$ cat src/rtl/atwss_pkg.sv
// Shared types and constants for the adaptive two-way signal scheduler.
// Holds beat structs, state codes, result codes and register reset values.
// No dependencies.
package atwss_pkg;

  // Field widths and default lane depth
  localparam int ID_BITS        = 16;
  localparam int LANE_DEPTH_DEF = 32;
  localparam int CFG_IDX_BITS   = 3;
  localparam int CFG_DATA_BITS  = 7;

  // Register reset values
  localparam logic [6:0] CAPACITY_RST  = 7'd15;
  localparam logic [3:0] LOAD_RST      = 4'd7;
  localparam logic [5:0] IMB_LIMIT_RST = 6'd3;
  localparam logic [3:0] BASE_G_RST    = 4'd2;
  localparam logic [3:0] EMER_G_RST    = 4'd6;
  localparam logic [3:0] IMB_G_RST     = 4'd7;
  localparam logic [3:0] OVL_G_RST     = 4'd5;

  typedef enum logic [CFG_IDX_BITS-1:0] {
    REG_LANE_CAPACITY   = 3'd0,
    REG_LOAD_TENTHS     = 3'd1,
    REG_IMBALANCE_LIMIT = 3'd2,
    REG_BASE_GREEN      = 3'd3,
    REG_EMERGENCY_GREEN = 3'd4,
    REG_IMBALANCE_GREEN = 3'd5,
    REG_OVERLOAD_GREEN  = 3'd6
  } cfg_reg_t;

  typedef enum logic [1:0] {
    KIND_DECISION = 2'd0,
    KIND_SERVED   = 2'd1,
    KIND_DROPPED  = 2'd2
  } kind_t;

  typedef enum logic [1:0] {
    CAUSE_ALTERNATION = 2'd0,
    CAUSE_EMERGENCY   = 2'd1,
    CAUSE_IMBALANCE   = 2'd2,
    CAUSE_OVERLOAD    = 2'd3
  } cause_t;

  typedef enum logic [2:0] {
    S_IDLE,
    S_ARRIVE,
    S_ORDER,
    S_LOAD,
    S_SPAN,
    S_DECIDE,
    S_FETCH,
    S_SERVE
  } state_t;

  typedef struct packed {
    logic               mode;
    logic               arrival_lane;
    logic [ID_BITS-1:0] car_id;
    logic               car_emergency;
  } in_item_t;

  typedef struct packed {
    logic [1:0]         kind;
    logic               green_lane;
    logic [3:0]         green_count;
    logic [1:0]         cause;
    logic [ID_BITS-1:0] served_id;
    logic               served_emergency;
    logic               last;
  } out_item_t;

  typedef struct packed {
    logic               emergency;
    logic [ID_BITS-1:0] id;
  } lane_entry_t;

endpackage

$ cat src/rtl/adaptive_two_way_signal_scheduler.sv
// Top level of the adaptive two-way signal scheduler: lane memory, counters,
// decision sequencer around one shared comparator, and the config registers.
// Depends on atwss_pkg.
//
// Usage:
//  - Input beats: drive in_item and raise start; the beat is taken at an edge
//    with start high and busy low. busy drops as the final result goes out,
//    so the next beat can be taken at the edge that ends that result.
//  - Results: out_valid marks a beat of out_item for exactly one cycle; the
//    receiver cannot stall, so every result must be taken as it appears.
//    out_item.last flags the final result of an input beat.
//  - Config: cfg_valid/cfg_ready write channel with cfg_index and cfg_data;
//    cfg_ready is always high. Write only while busy is low.
//  - Sequence: an arrival is captured, then the lane write or drop report
//    follows in the next cycle. A signal cycle captures the beat, then makes
//    three passes through the shared comparator (lane order, overload test,
//    imbalance test) before the decision result; the imbalance pass is
//    skipped when the overload test hits. Each served car then needs a
//    registered lane memory read before its result goes out.
//  - Reset (rst_n low, synchronous): lanes empty, alarms and phase cleared,
//    registers at their defaults. Lane memory needs no clearing pass.
module adaptive_two_way_signal_scheduler #(
  parameter int LANE_DEPTH = atwss_pkg::LANE_DEPTH_DEF
) (
  input  logic                                 clk,
  input  logic                                 rst_n,
  input  logic                                 start,
  output logic                                 busy,
  input  atwss_pkg::in_item_t                  in_item,
  input  logic                                 cfg_valid,
  output logic                                 cfg_ready,
  input  logic [atwss_pkg::CFG_IDX_BITS-1:0]   cfg_index,
  input  logic [atwss_pkg::CFG_DATA_BITS-1:0]  cfg_data,
  output logic                                 out_valid,
  output atwss_pkg::out_item_t                 out_item
);
  import atwss_pkg::*;

  localparam int PW    = $clog2(LANE_DEPTH);
  localparam int CW    = $clog2(LANE_DEPTH + 1);
  localparam int AW    = PW + 1;
  localparam int MEM_N = 2 ** AW;
  localparam int CMP_W = (CW + 5 > 11) ? CW + 5 : 11;
  localparam logic [CW:0]   DEPTH_X  = (CW + 1)'(LANE_DEPTH);
  localparam logic [CW-1:0] DEPTH_C  = CW'(LANE_DEPTH);
  localparam logic [PW-1:0] PTR_LAST = PW'(LANE_DEPTH - 1);

  // Config registers
  logic [6:0] capacity_r;
  logic [3:0] load_r;
  logic [5:0] imb_limit_r;
  logic [3:0] base_g_r, emer_g_r, imb_g_r, ovl_g_r;

  assign cfg_ready = 1'b1;

  always_ff @(posedge clk) begin
    if (!rst_n) begin
      capacity_r  <= CAPACITY_RST;
      load_r      <= LOAD_RST;
      imb_limit_r <= IMB_LIMIT_RST;
      base_g_r    <= BASE_G_RST;
      emer_g_r    <= EMER_G_RST;
      imb_g_r     <= IMB_G_RST;
      ovl_g_r     <= OVL_G_RST;
    end else if (cfg_valid && cfg_ready) begin
      unique case (cfg_index)
        REG_LANE_CAPACITY:   capacity_r  <= cfg_data;
        REG_LOAD_TENTHS:     load_r      <= cfg_data[3:0];
        REG_IMBALANCE_LIMIT: imb_limit_r <= cfg_data[5:0];
        REG_BASE_GREEN:      base_g_r    <= cfg_data[3:0];
        REG_EMERGENCY_GREEN: emer_g_r    <= cfg_data[3:0];
        REG_IMBALANCE_GREEN: imb_g_r     <= cfg_data[3:0];
        REG_OVERLOAD_GREEN:  ovl_g_r     <= cfg_data[3:0];
        default: ;
      endcase
    end
  end

  // Control and lane state
  state_t          state_r, state_nxt;
  logic [CW-1:0]   cnt_ns_r, cnt_ns_nxt, cnt_ew_r, cnt_ew_nxt;
  logic [PW-1:0]   head_ns_r, head_ns_nxt, head_ew_r, head_ew_nxt;
  logic            alarm_ns_r, alarm_ns_nxt, alarm_ew_r, alarm_ew_nxt;
  logic            phase_r, phase_nxt;
  logic            sel_r, sel_nxt;
  logic            ns_gt_r, ns_gt_nxt;
  logic [3:0]      green_r, green_nxt;
  logic [3:0]      left_r, left_nxt;
  cause_t          cause_r, cause_nxt;
  in_item_t        item_r, item_nxt;
  logic            out_valid_r, out_valid_nxt;
  out_item_t       out_item_r, out_item_nxt;

  // Lane memory: lane bit on top of the slot pointer
  lane_entry_t     mem [MEM_N];
  lane_entry_t     rd_q;
  logic            mem_we, mem_re;
  logic [AW-1:0]   mem_wa, mem_ra;
  lane_entry_t     mem_wd;

  always_ff @(posedge clk) begin
    if (mem_we) begin
      mem[mem_wa] <= mem_wd;
    end
    if (mem_re) begin
      rd_q <= mem[mem_ra];
    end
  end

  // Selected lane views
  logic [CW-1:0] cur_cnt;
  logic [PW-1:0] cur_head;
  logic [CW:0]   tail_sum;
  logic [PW-1:0] tail_ptr;
  logic [PW-1:0] head_inc;

  assign cur_cnt  = sel_r ? cnt_ew_r : cnt_ns_r;
  assign cur_head = sel_r ? head_ew_r : head_ns_r;
  assign tail_sum = (CW + 1)'(cur_head) + (CW + 1)'(cur_cnt);
  assign tail_ptr = (tail_sum >= DEPTH_X) ? PW'(tail_sum - DEPTH_X) : PW'(tail_sum);
  assign head_inc = (cur_head == PTR_LAST) ? '0 : cur_head + 1'b1;

  // Shared comparator: operands chosen by the sequencer step
  logic [CW:0]      total;
  logic [CW-1:0]    diff;
  logic [CMP_W-1:0] cmp_a, cmp_b;
  logic             cmp_gt;

  assign total = (CW + 1)'(cnt_ns_r) + (CW + 1)'(cnt_ew_r);
  assign diff  = ns_gt_r ? cnt_ns_r - cnt_ew_r : cnt_ew_r - cnt_ns_r;

  always_comb begin
    unique case (state_r)
      S_LOAD: begin
        cmp_a = (CMP_W'(total) << 3) + (CMP_W'(total) << 1);
        cmp_b = CMP_W'(11'(capacity_r) * 11'(load_r));
      end
      S_SPAN: begin
        cmp_a = CMP_W'(diff);
        cmp_b = CMP_W'(imb_limit_r);
      end
      default: begin
        cmp_a = CMP_W'(cnt_ns_r);
        cmp_b = CMP_W'(cnt_ew_r);
      end
    endcase
  end

  assign cmp_gt = cmp_a > cmp_b;

  // State register and datapath registers
  always_ff @(posedge clk) begin
    if (!rst_n) begin
      state_r     <= S_IDLE;
      cnt_ns_r    <= '0;
      cnt_ew_r    <= '0;
      head_ns_r   <= '0;
      head_ew_r   <= '0;
      alarm_ns_r  <= 1'b0;
      alarm_ew_r  <= 1'b0;
      phase_r     <= 1'b0;
      out_valid_r <= 1'b0;
    end else begin
      state_r     <= state_nxt;
      cnt_ns_r    <= cnt_ns_nxt;
      cnt_ew_r    <= cnt_ew_nxt;
      head_ns_r   <= head_ns_nxt;
      head_ew_r   <= head_ew_nxt;
      alarm_ns_r  <= alarm_ns_nxt;
      alarm_ew_r  <= alarm_ew_nxt;
      phase_r     <= phase_nxt;
      out_valid_r <= out_valid_nxt;
    end
    sel_r      <= sel_nxt;
    ns_gt_r    <= ns_gt_nxt;
    green_r    <= green_nxt;
    left_r     <= left_nxt;
    cause_r    <= cause_nxt;
    item_r     <= item_nxt;
    out_item_r <= out_item_nxt;
  end

  // Sequencer: next state, lane updates and result beats
  always_comb begin
    state_nxt     = state_r;
    cnt_ns_nxt    = cnt_ns_r;
    cnt_ew_nxt    = cnt_ew_r;
    head_ns_nxt   = head_ns_r;
    head_ew_nxt   = head_ew_r;
    alarm_ns_nxt  = alarm_ns_r;
    alarm_ew_nxt  = alarm_ew_r;
    phase_nxt     = phase_r;
    sel_nxt       = sel_r;
    ns_gt_nxt     = ns_gt_r;
    green_nxt     = green_r;
    left_nxt      = left_r;
    cause_nxt     = cause_r;
    item_nxt      = item_r;
    out_valid_nxt = 1'b0;
    out_item_nxt  = out_item_r;
    mem_we        = 1'b0;
    mem_wa        = {sel_r, tail_ptr};
    mem_wd        = '{emergency: item_r.car_emergency, id: item_r.car_id};
    mem_re        = 1'b0;
    mem_ra        = {sel_r, cur_head};

    unique case (state_r)
      S_IDLE: begin
        if (start) begin
          item_nxt  = in_item;
          sel_nxt   = in_item.arrival_lane;
          state_nxt = in_item.mode ? S_ORDER : S_ARRIVE;
        end
      end

      // Push into the lane, or report the drop when full
      S_ARRIVE: begin
        state_nxt = S_IDLE;
        if (cur_cnt == DEPTH_C) begin
          out_valid_nxt = 1'b1;
          out_item_nxt  = '{kind: KIND_DROPPED, green_lane: sel_r, green_count: 4'd0,
                            cause: CAUSE_ALTERNATION, served_id: item_r.car_id,
                            served_emergency: item_r.car_emergency, last: 1'b1};
        end else begin
          mem_we = 1'b1;
          if (sel_r) begin
            cnt_ew_nxt   = cnt_ew_r + 1'b1;
            alarm_ew_nxt = alarm_ew_r | item_r.car_emergency;
          end else begin
            cnt_ns_nxt   = cnt_ns_r + 1'b1;
            alarm_ns_nxt = alarm_ns_r | item_r.car_emergency;
          end
        end
      end

      // Which lane is longer
      S_ORDER: begin
        ns_gt_nxt = cmp_gt;
        state_nxt = S_LOAD;
      end

      // Overload test
      S_LOAD: begin
        if (cmp_gt) begin
          green_nxt = ovl_g_r;
          cause_nxt = CAUSE_OVERLOAD;
          sel_nxt   = ~ns_gt_r;
          state_nxt = S_DECIDE;
        end else begin
          state_nxt = S_SPAN;
        end
      end

      // Imbalance test, then emergency, then alternation
      S_SPAN: begin
        state_nxt = S_DECIDE;
        if (cmp_gt) begin
          green_nxt = imb_g_r;
          cause_nxt = CAUSE_IMBALANCE;
          sel_nxt   = ~ns_gt_r;
        end else if (alarm_ns_r || alarm_ew_r) begin
          green_nxt = emer_g_r;
          cause_nxt = CAUSE_EMERGENCY;
          sel_nxt   = ~alarm_ns_r;
        end else begin
          phase_nxt = ~phase_r;
          green_nxt = base_g_r;
          cause_nxt = CAUSE_ALTERNATION;
          sel_nxt   = ~phase_r;
        end
      end

      // Decision beat
      S_DECIDE: begin
        out_valid_nxt = 1'b1;
        left_nxt      = green_r;
        out_item_nxt  = '{kind: KIND_DECISION, green_lane: sel_r, green_count: green_r,
                          cause: cause_r, served_id: '0, served_emergency: 1'b0,
                          last: (green_r == 4'd0) || (cur_cnt == '0)};
        state_nxt     = out_item_nxt.last ? S_IDLE : S_FETCH;
      end

      // Read the head car of the green lane
      S_FETCH: begin
        mem_re    = 1'b1;
        state_nxt = S_SERVE;
      end

      // Served beat, pop the head car
      S_SERVE: begin
        out_valid_nxt = 1'b1;
        left_nxt      = left_r - 1'b1;
        out_item_nxt  = '{kind: KIND_SERVED, green_lane: sel_r, green_count: green_r,
                          cause: cause_r, served_id: rd_q.id,
                          served_emergency: rd_q.emergency,
                          last: (left_r == 4'd1) || (cur_cnt == CW'(1))};
        if (sel_r) begin
          cnt_ew_nxt   = cnt_ew_r - 1'b1;
          head_ew_nxt  = head_inc;
          alarm_ew_nxt = alarm_ew_r & ~rd_q.emergency;
        end else begin
          cnt_ns_nxt   = cnt_ns_r - 1'b1;
          head_ns_nxt  = head_inc;
          alarm_ns_nxt = alarm_ns_r & ~rd_q.emergency;
        end
        state_nxt = out_item_nxt.last ? S_IDLE : S_FETCH;
      end

      default: state_nxt = S_IDLE;
    endcase
  end

  assign busy      = (state_r != S_IDLE);
  assign out_valid = out_valid_r;
  assign out_item  = out_item_r;

  // Checks
  a_cnt_bound: assert property (@(posedge clk) disable iff (!rst_n)
    (cnt_ns_r <= DEPTH_C) && (cnt_ew_r <= DEPTH_C))
    else $error("lane count above depth");

  a_last_ends: assert property (@(posedge clk) disable iff (!rst_n)
    (out_valid_r && out_item_r.last) |-> (state_r == S_IDLE))
    else $error("final beat but sequencer still running");

  a_served_src: assert property (@(posedge clk) disable iff (!rst_n)
    (out_valid_r && out_item_r.kind == KIND_SERVED) |-> $past(state_r) == S_SERVE)
    else $error("served beat without a lane pop");

  a_more_follows: assert property (@(posedge clk) disable iff (!rst_n)
    (out_valid_r && !out_item_r.last) |-> (state_r == S_FETCH))
    else $error("non-final beat not followed by a fetch");

endmodule
$ cat config.mk
export PLATFORM = sky130hd
export DESIGN_NAME = adaptive_two_way_signal_scheduler
export DESIGN_NICKNAME = d
export VERILOG_FILES = /design/src/rtl/atwss_pkg.sv /design/src/rtl/adaptive_two_way_signal_scheduler.sv
export SDC_FILE = /design/constraint.sdc
export NUM_CORES = 2
export LEC_CHECK = 0
export ABC_AREA = 0
export BUFFER_PORTS_ARGS = -buffer_cell sky130_fd_sc_hd__buf_4
export CORE_MARGIN = 2
export CORE_UTILIZATION = 60
export CTS_BUF_LIST = sky130_fd_sc_hd__clkbuf_16
export CTS_CLUSTER_DIAMETER = 30
export DETAILED_ROUTE_END_ITERATION = 12
export PLACE_DENSITY = 0.72
export RECOVER_POWER = 25
export SYNTH_ARGS = -nofsm -noshare
export SYNTH_HDL_FRONTEND = slang
export SYNTH_SLANG_ARGS = --single-unit
$ cat constraint.sdc
create_clock -name clk -period 8.55 [get_ports clk]
set_clock_uncertainty 0.1 [all_clocks]
set_input_delay 1.71 -clock clk [delete_from_list [all_inputs] [get_ports clk]]
set_output_delay 1.71 -clock clk [all_outputs]
set_load 0.02 [all_outputs]
==> impl_summary.log <==
[metrics] status: complete, but fails checks
[metrics] failing checks: capacitance limit, slew limit
[metrics] most common cell in the netlist: edfxtp_1
[metrics] share of synthesized registers carrying an async set or reset: 0%
[metrics] effective utilization at floorplan: 60.5%
[metrics] 1st-pass router iterations: 10
[metrics] RSZ-0062 raised after global routing: no
[metrics] sinks on the clock net: 1223
[metrics] buffer and inverter count on the worst path: 2
[metrics] post-DR wirelength/cell: 28.2 um
[metrics] Main synth FF type: edfxtp_1
[metrics] required time worst endpoint: 8.85 ns
[metrics] clock insertion delay at the later pin of the skew report: 0.81 ns
[metrics] cell depth of the worst min-delay path: 2
[metrics] RR Startpoint: sel_r
[metrics] worst hold margin: 0.373 ns
[metrics] starting DRC count in detailed routing: 5511
[metrics] post_cts resized: 0
[metrics] Commonest cells post-synth: edfxtp_1, nor2_1, o21ai_0, nand2_1, clkbuf_1
[metrics] HPWL Detailed: 93.0 mm
[metrics] number of standard cells after synthesis: 4451
[metrics] leading area contributor after synthesis: edfxtp_1
[metrics] delay of the slowest cell on the worst path: 1.84 ns
[metrics] cells along the critical path: clkbuf_1, buf_4, o21ai_0, ha_1, a21o_1, a21oi_1, xor2_1, nand3_1, nor2_2
[metrics] Post-Route Utilization: 70.9%
[metrics] number of distinct library cells after synthesis: 84
[metrics] leakage power of the design: 0.0214 uW
[metrics] number of nets still failing antenna checks after routing: 0
[metrics] YS warnings: 0
[metrics] top-level I/O count: 63
[metrics] cells on worst reg2reg path: 9
[metrics] number of hold violations in the final report: 0
[metrics] number of enable-type register cells in the synthesized netlist: 1161
[metrics] WL final: 167 mm
[metrics] H-tree levels: 4
[metrics] clock tree from TritonCTS: built
[metrics] Sum Neg Setup Slack: 0 ns
[metrics] row cnt: 110
[metrics] cell type of the slowest stage on the worst timing path: clkbuf_1
[metrics] count of buffers added by post-CTS timing repair for setup: 0
[metrics] category of the worst setup path launch point: register
[metrics] initial antenna violation count: 3
[metrics] gr usage total: 35.3%
[metrics] die outline height: 306 um
[metrics] sequential cell area fraction in the yosys report: 66.2%
[metrics] top cell type's share of synthesized area: 63.9%
[metrics] nets@finish: 4655
[metrics] cts-stage hold buffer count: 0
[metrics] total of max-cap violations: 12
[metrics] residual overflow from global routing: 0
[metrics] syn_area_per_cell: 12.3 um^2
[metrics] Hold Crit Start: head_ew_r[4]
[metrics] final antenna diode count: 0
[metrics] routed via count: 39837
[metrics] FMAX: 0.147 GHz
[metrics] DIE WIDTH: 306 um
[metrics] pin count of the biggest net entering global routing: 132
[metrics] number of remaining DRC errors: 0
[metrics] Die ar.: 93400 um^2
[metrics] CTS max path bufs: 3
[metrics] type of destination of the critical path: register
[metrics] endpoint with the worst hold slack: head_ew_r[4]
[metrics] post-layout minimum cycle time: 6.78 ns
[metrics] setup slack on the worst flop-to-flop path: 1.77 ns
[metrics] Pwr Density: 258 nW/um^2
[metrics] cell class contributing the biggest share of worst-path delay: buffers and inverters
[metrics] buffer type at the clock tree root: clkbuf_16
[metrics] final RePlAce weighted congestion: 0.915
[metrics] Finish-stage setup viols: 0
[metrics] vias per cell: 6.74
[metrics] number of slew-limit violations in the final report: 780
[metrics] worst IR drop on VDD: 0.000293 V
[metrics] Critical Setup Path Class: register to register
[metrics] wire length of the first global-routing pass: 245 mm
[metrics] cell area after synthesis: 54600 um^2
[metrics] hold crit path type: register to register
[metrics] proportion of layout cells with a drive suffix above 1: 13.4%
[metrics] CORE AREA: 90100 um^2
[metrics] slew of the pin with the lowest slew margin: 4.42 ns
[metrics] post-synthesis sequential element count: 1223
[metrics] worst max-slew margin expressed relative to the limit: -195%
[metrics] Syn-to-layout area delta: 17.1%
[metrics] top post-synthesis cells by area: edfxtp_1, o21ai_0, nor2_1, nand2_1, dfxtp_1
[metrics] signal arrival time at the worst endpoint: 7.09 ns
[metrics] CTS clk-pin slew, worst paths: 0.05 ns
[metrics] Worst Path Max Fanout: 59
[metrics] syn_nets: 4564
[metrics] capture instance of the worst register-to-register path: mem[48][7]
[metrics] Filler cells: 5888
[metrics] count of port buffers added during placement: 61
[metrics] clock buffer count from CTS: 217
[metrics] number of global-route vias before repair: 38455
[metrics] period utilization: 79.3%
cells by family (layout without fill, tap and decap cells):
| logic type | after synthesis | after routing | synth area share (%) |
|---|---|---|---|
| fa+ha+maj | 80 | 80 | 2.07 |
| simple gates | 1279 | 1279 | 10.4 |
| flops | 1223 | 1223 | 66.2 |
| other cells | 1 | 1 | 0.00687 |
| buf+inv | 391 | 671 | 3.11 |
| xor+xnor | 33 | 33 | 0.530 |
| compound gates | 1312 | 1312 | 14.9 |
| mux | 132 | 132 | 2.85 |
per-stage QoR:
step	std cells	instance area (um^2)	power, uW	setup slack, ns
6_report	5907	63900	16500	1.77
4_1_cts	5907	64000	16500	2.72
3_3_place_gp	5499	56400	7750	2.83
3_5_place_dp	5499	56400	7760	2.79
5_1_grt	5907	63900	16900	1.47
2_1_floorplan	4451	54600	7340	3.55
area by class of cell:
class	instances	area (um^2)	area share [%]
tap	1176	1470	2.30
clock buffer	219	5480	8.57
inverter	59	240	0.376
multi-input combinational	2837	16900	26.5
sequential	1223	36100	56.5
clock inverter	189	2130	3.33
timing repair buffer	204	1550	2.42
state kept, by name, summed over array words and instances (netlist names), 5 cells and up:
register,cells
capacity_r,7
cnt_ew_r,6
cnt_ns_r,6
head_ew_r,5
head_ns_r,5
imb_limit_r,6
item_r,17
mem,1088
out_item,27
rd_q,17
layer usage:
| layer | track usage (%) | part of all wire [%] | vias up |
|---|---|---|---|
| li1 | - | - | 17172 |
| met2 | 54.4 | 46 | 2777 |
| met4 | 19.0 | 5.7 | 2 |
| met3 | 9.73 | 13 | 527 |
| met1 | 45.8 | 36 | 19359 |
| met5 | 0 | 0.0090 | - |
worst max-delay path by stage:
| stage | depth (start not counted) | to | start |
|---|---|---|---|
| 2_1_floorplan | 21 | cause_r[0] | cnt_ns_r[1] |
| 3_3_place_gp | 10 | mem[48][14] | sel_r |
| 3_5_place_dp | 20 | green_r[1] | cnt_ns_r[1] |
| 4_1_cts | 10 | mem[48][9] | sel_r |
| 5_1_grt | 8 | mem[48][9] | sel_r |
| 6_report | 9 | mem[48][7] | sel_r |
tightest hold or removal path, stage by stage (launching register included):
cell,delay (ns)
dfxtp_1,0.31
nand2_1,0.06
a21oi_1,0.05
report_power, final:
| part | switching, uW | internal, uW | total [uW] |
|---|---|---|---|
| logic | 723 | 239 | 962 |
| clock network | 3150 | 5660 | 8810 |
| registers | 33.4 | 6710 | 6750 |
| total | 3910 | 12600 | 16500 |
layout by cell type, fill, tap and decap left out, types with 24 or more instances in the layout:
cell / synthesis / final
and2_1: 33 / 31
a31oi_1: 75 / 75
o221ai_1: 47 / 47
o31ai_1: 84 / 84
o211ai_1: 64 / 64
clkinv_2: 0 / 36
clkinvlp_4: 0 / 28
xnor2_1: 26 / 26
o22ai_1: 102 / 102
nand2_1: 334 / 334
nor3_1: 129 / 129
edfxtp_1: 1161 / 1161
ha_1: 63 / 63
nand3_1: 82 / 82
nand2b_1: 56 / 55
clkbuf_16: 0 / 219
nor2_1: 523 / 514
nor2b_1: 55 / 55
bufinv_16: 0 / 31
a21oi_1: 187 / 187
dfxtp_1: 62 / 58
clkinv_1: 3 / 24
inv_1: 53 / 66
o21ai_0: 521 / 521
buf_4: 14 / 170
mux2i_1: 110 / 108
a22oi_1: 24 / 24
Note: power is estimated with default switching activity, not from simulation.
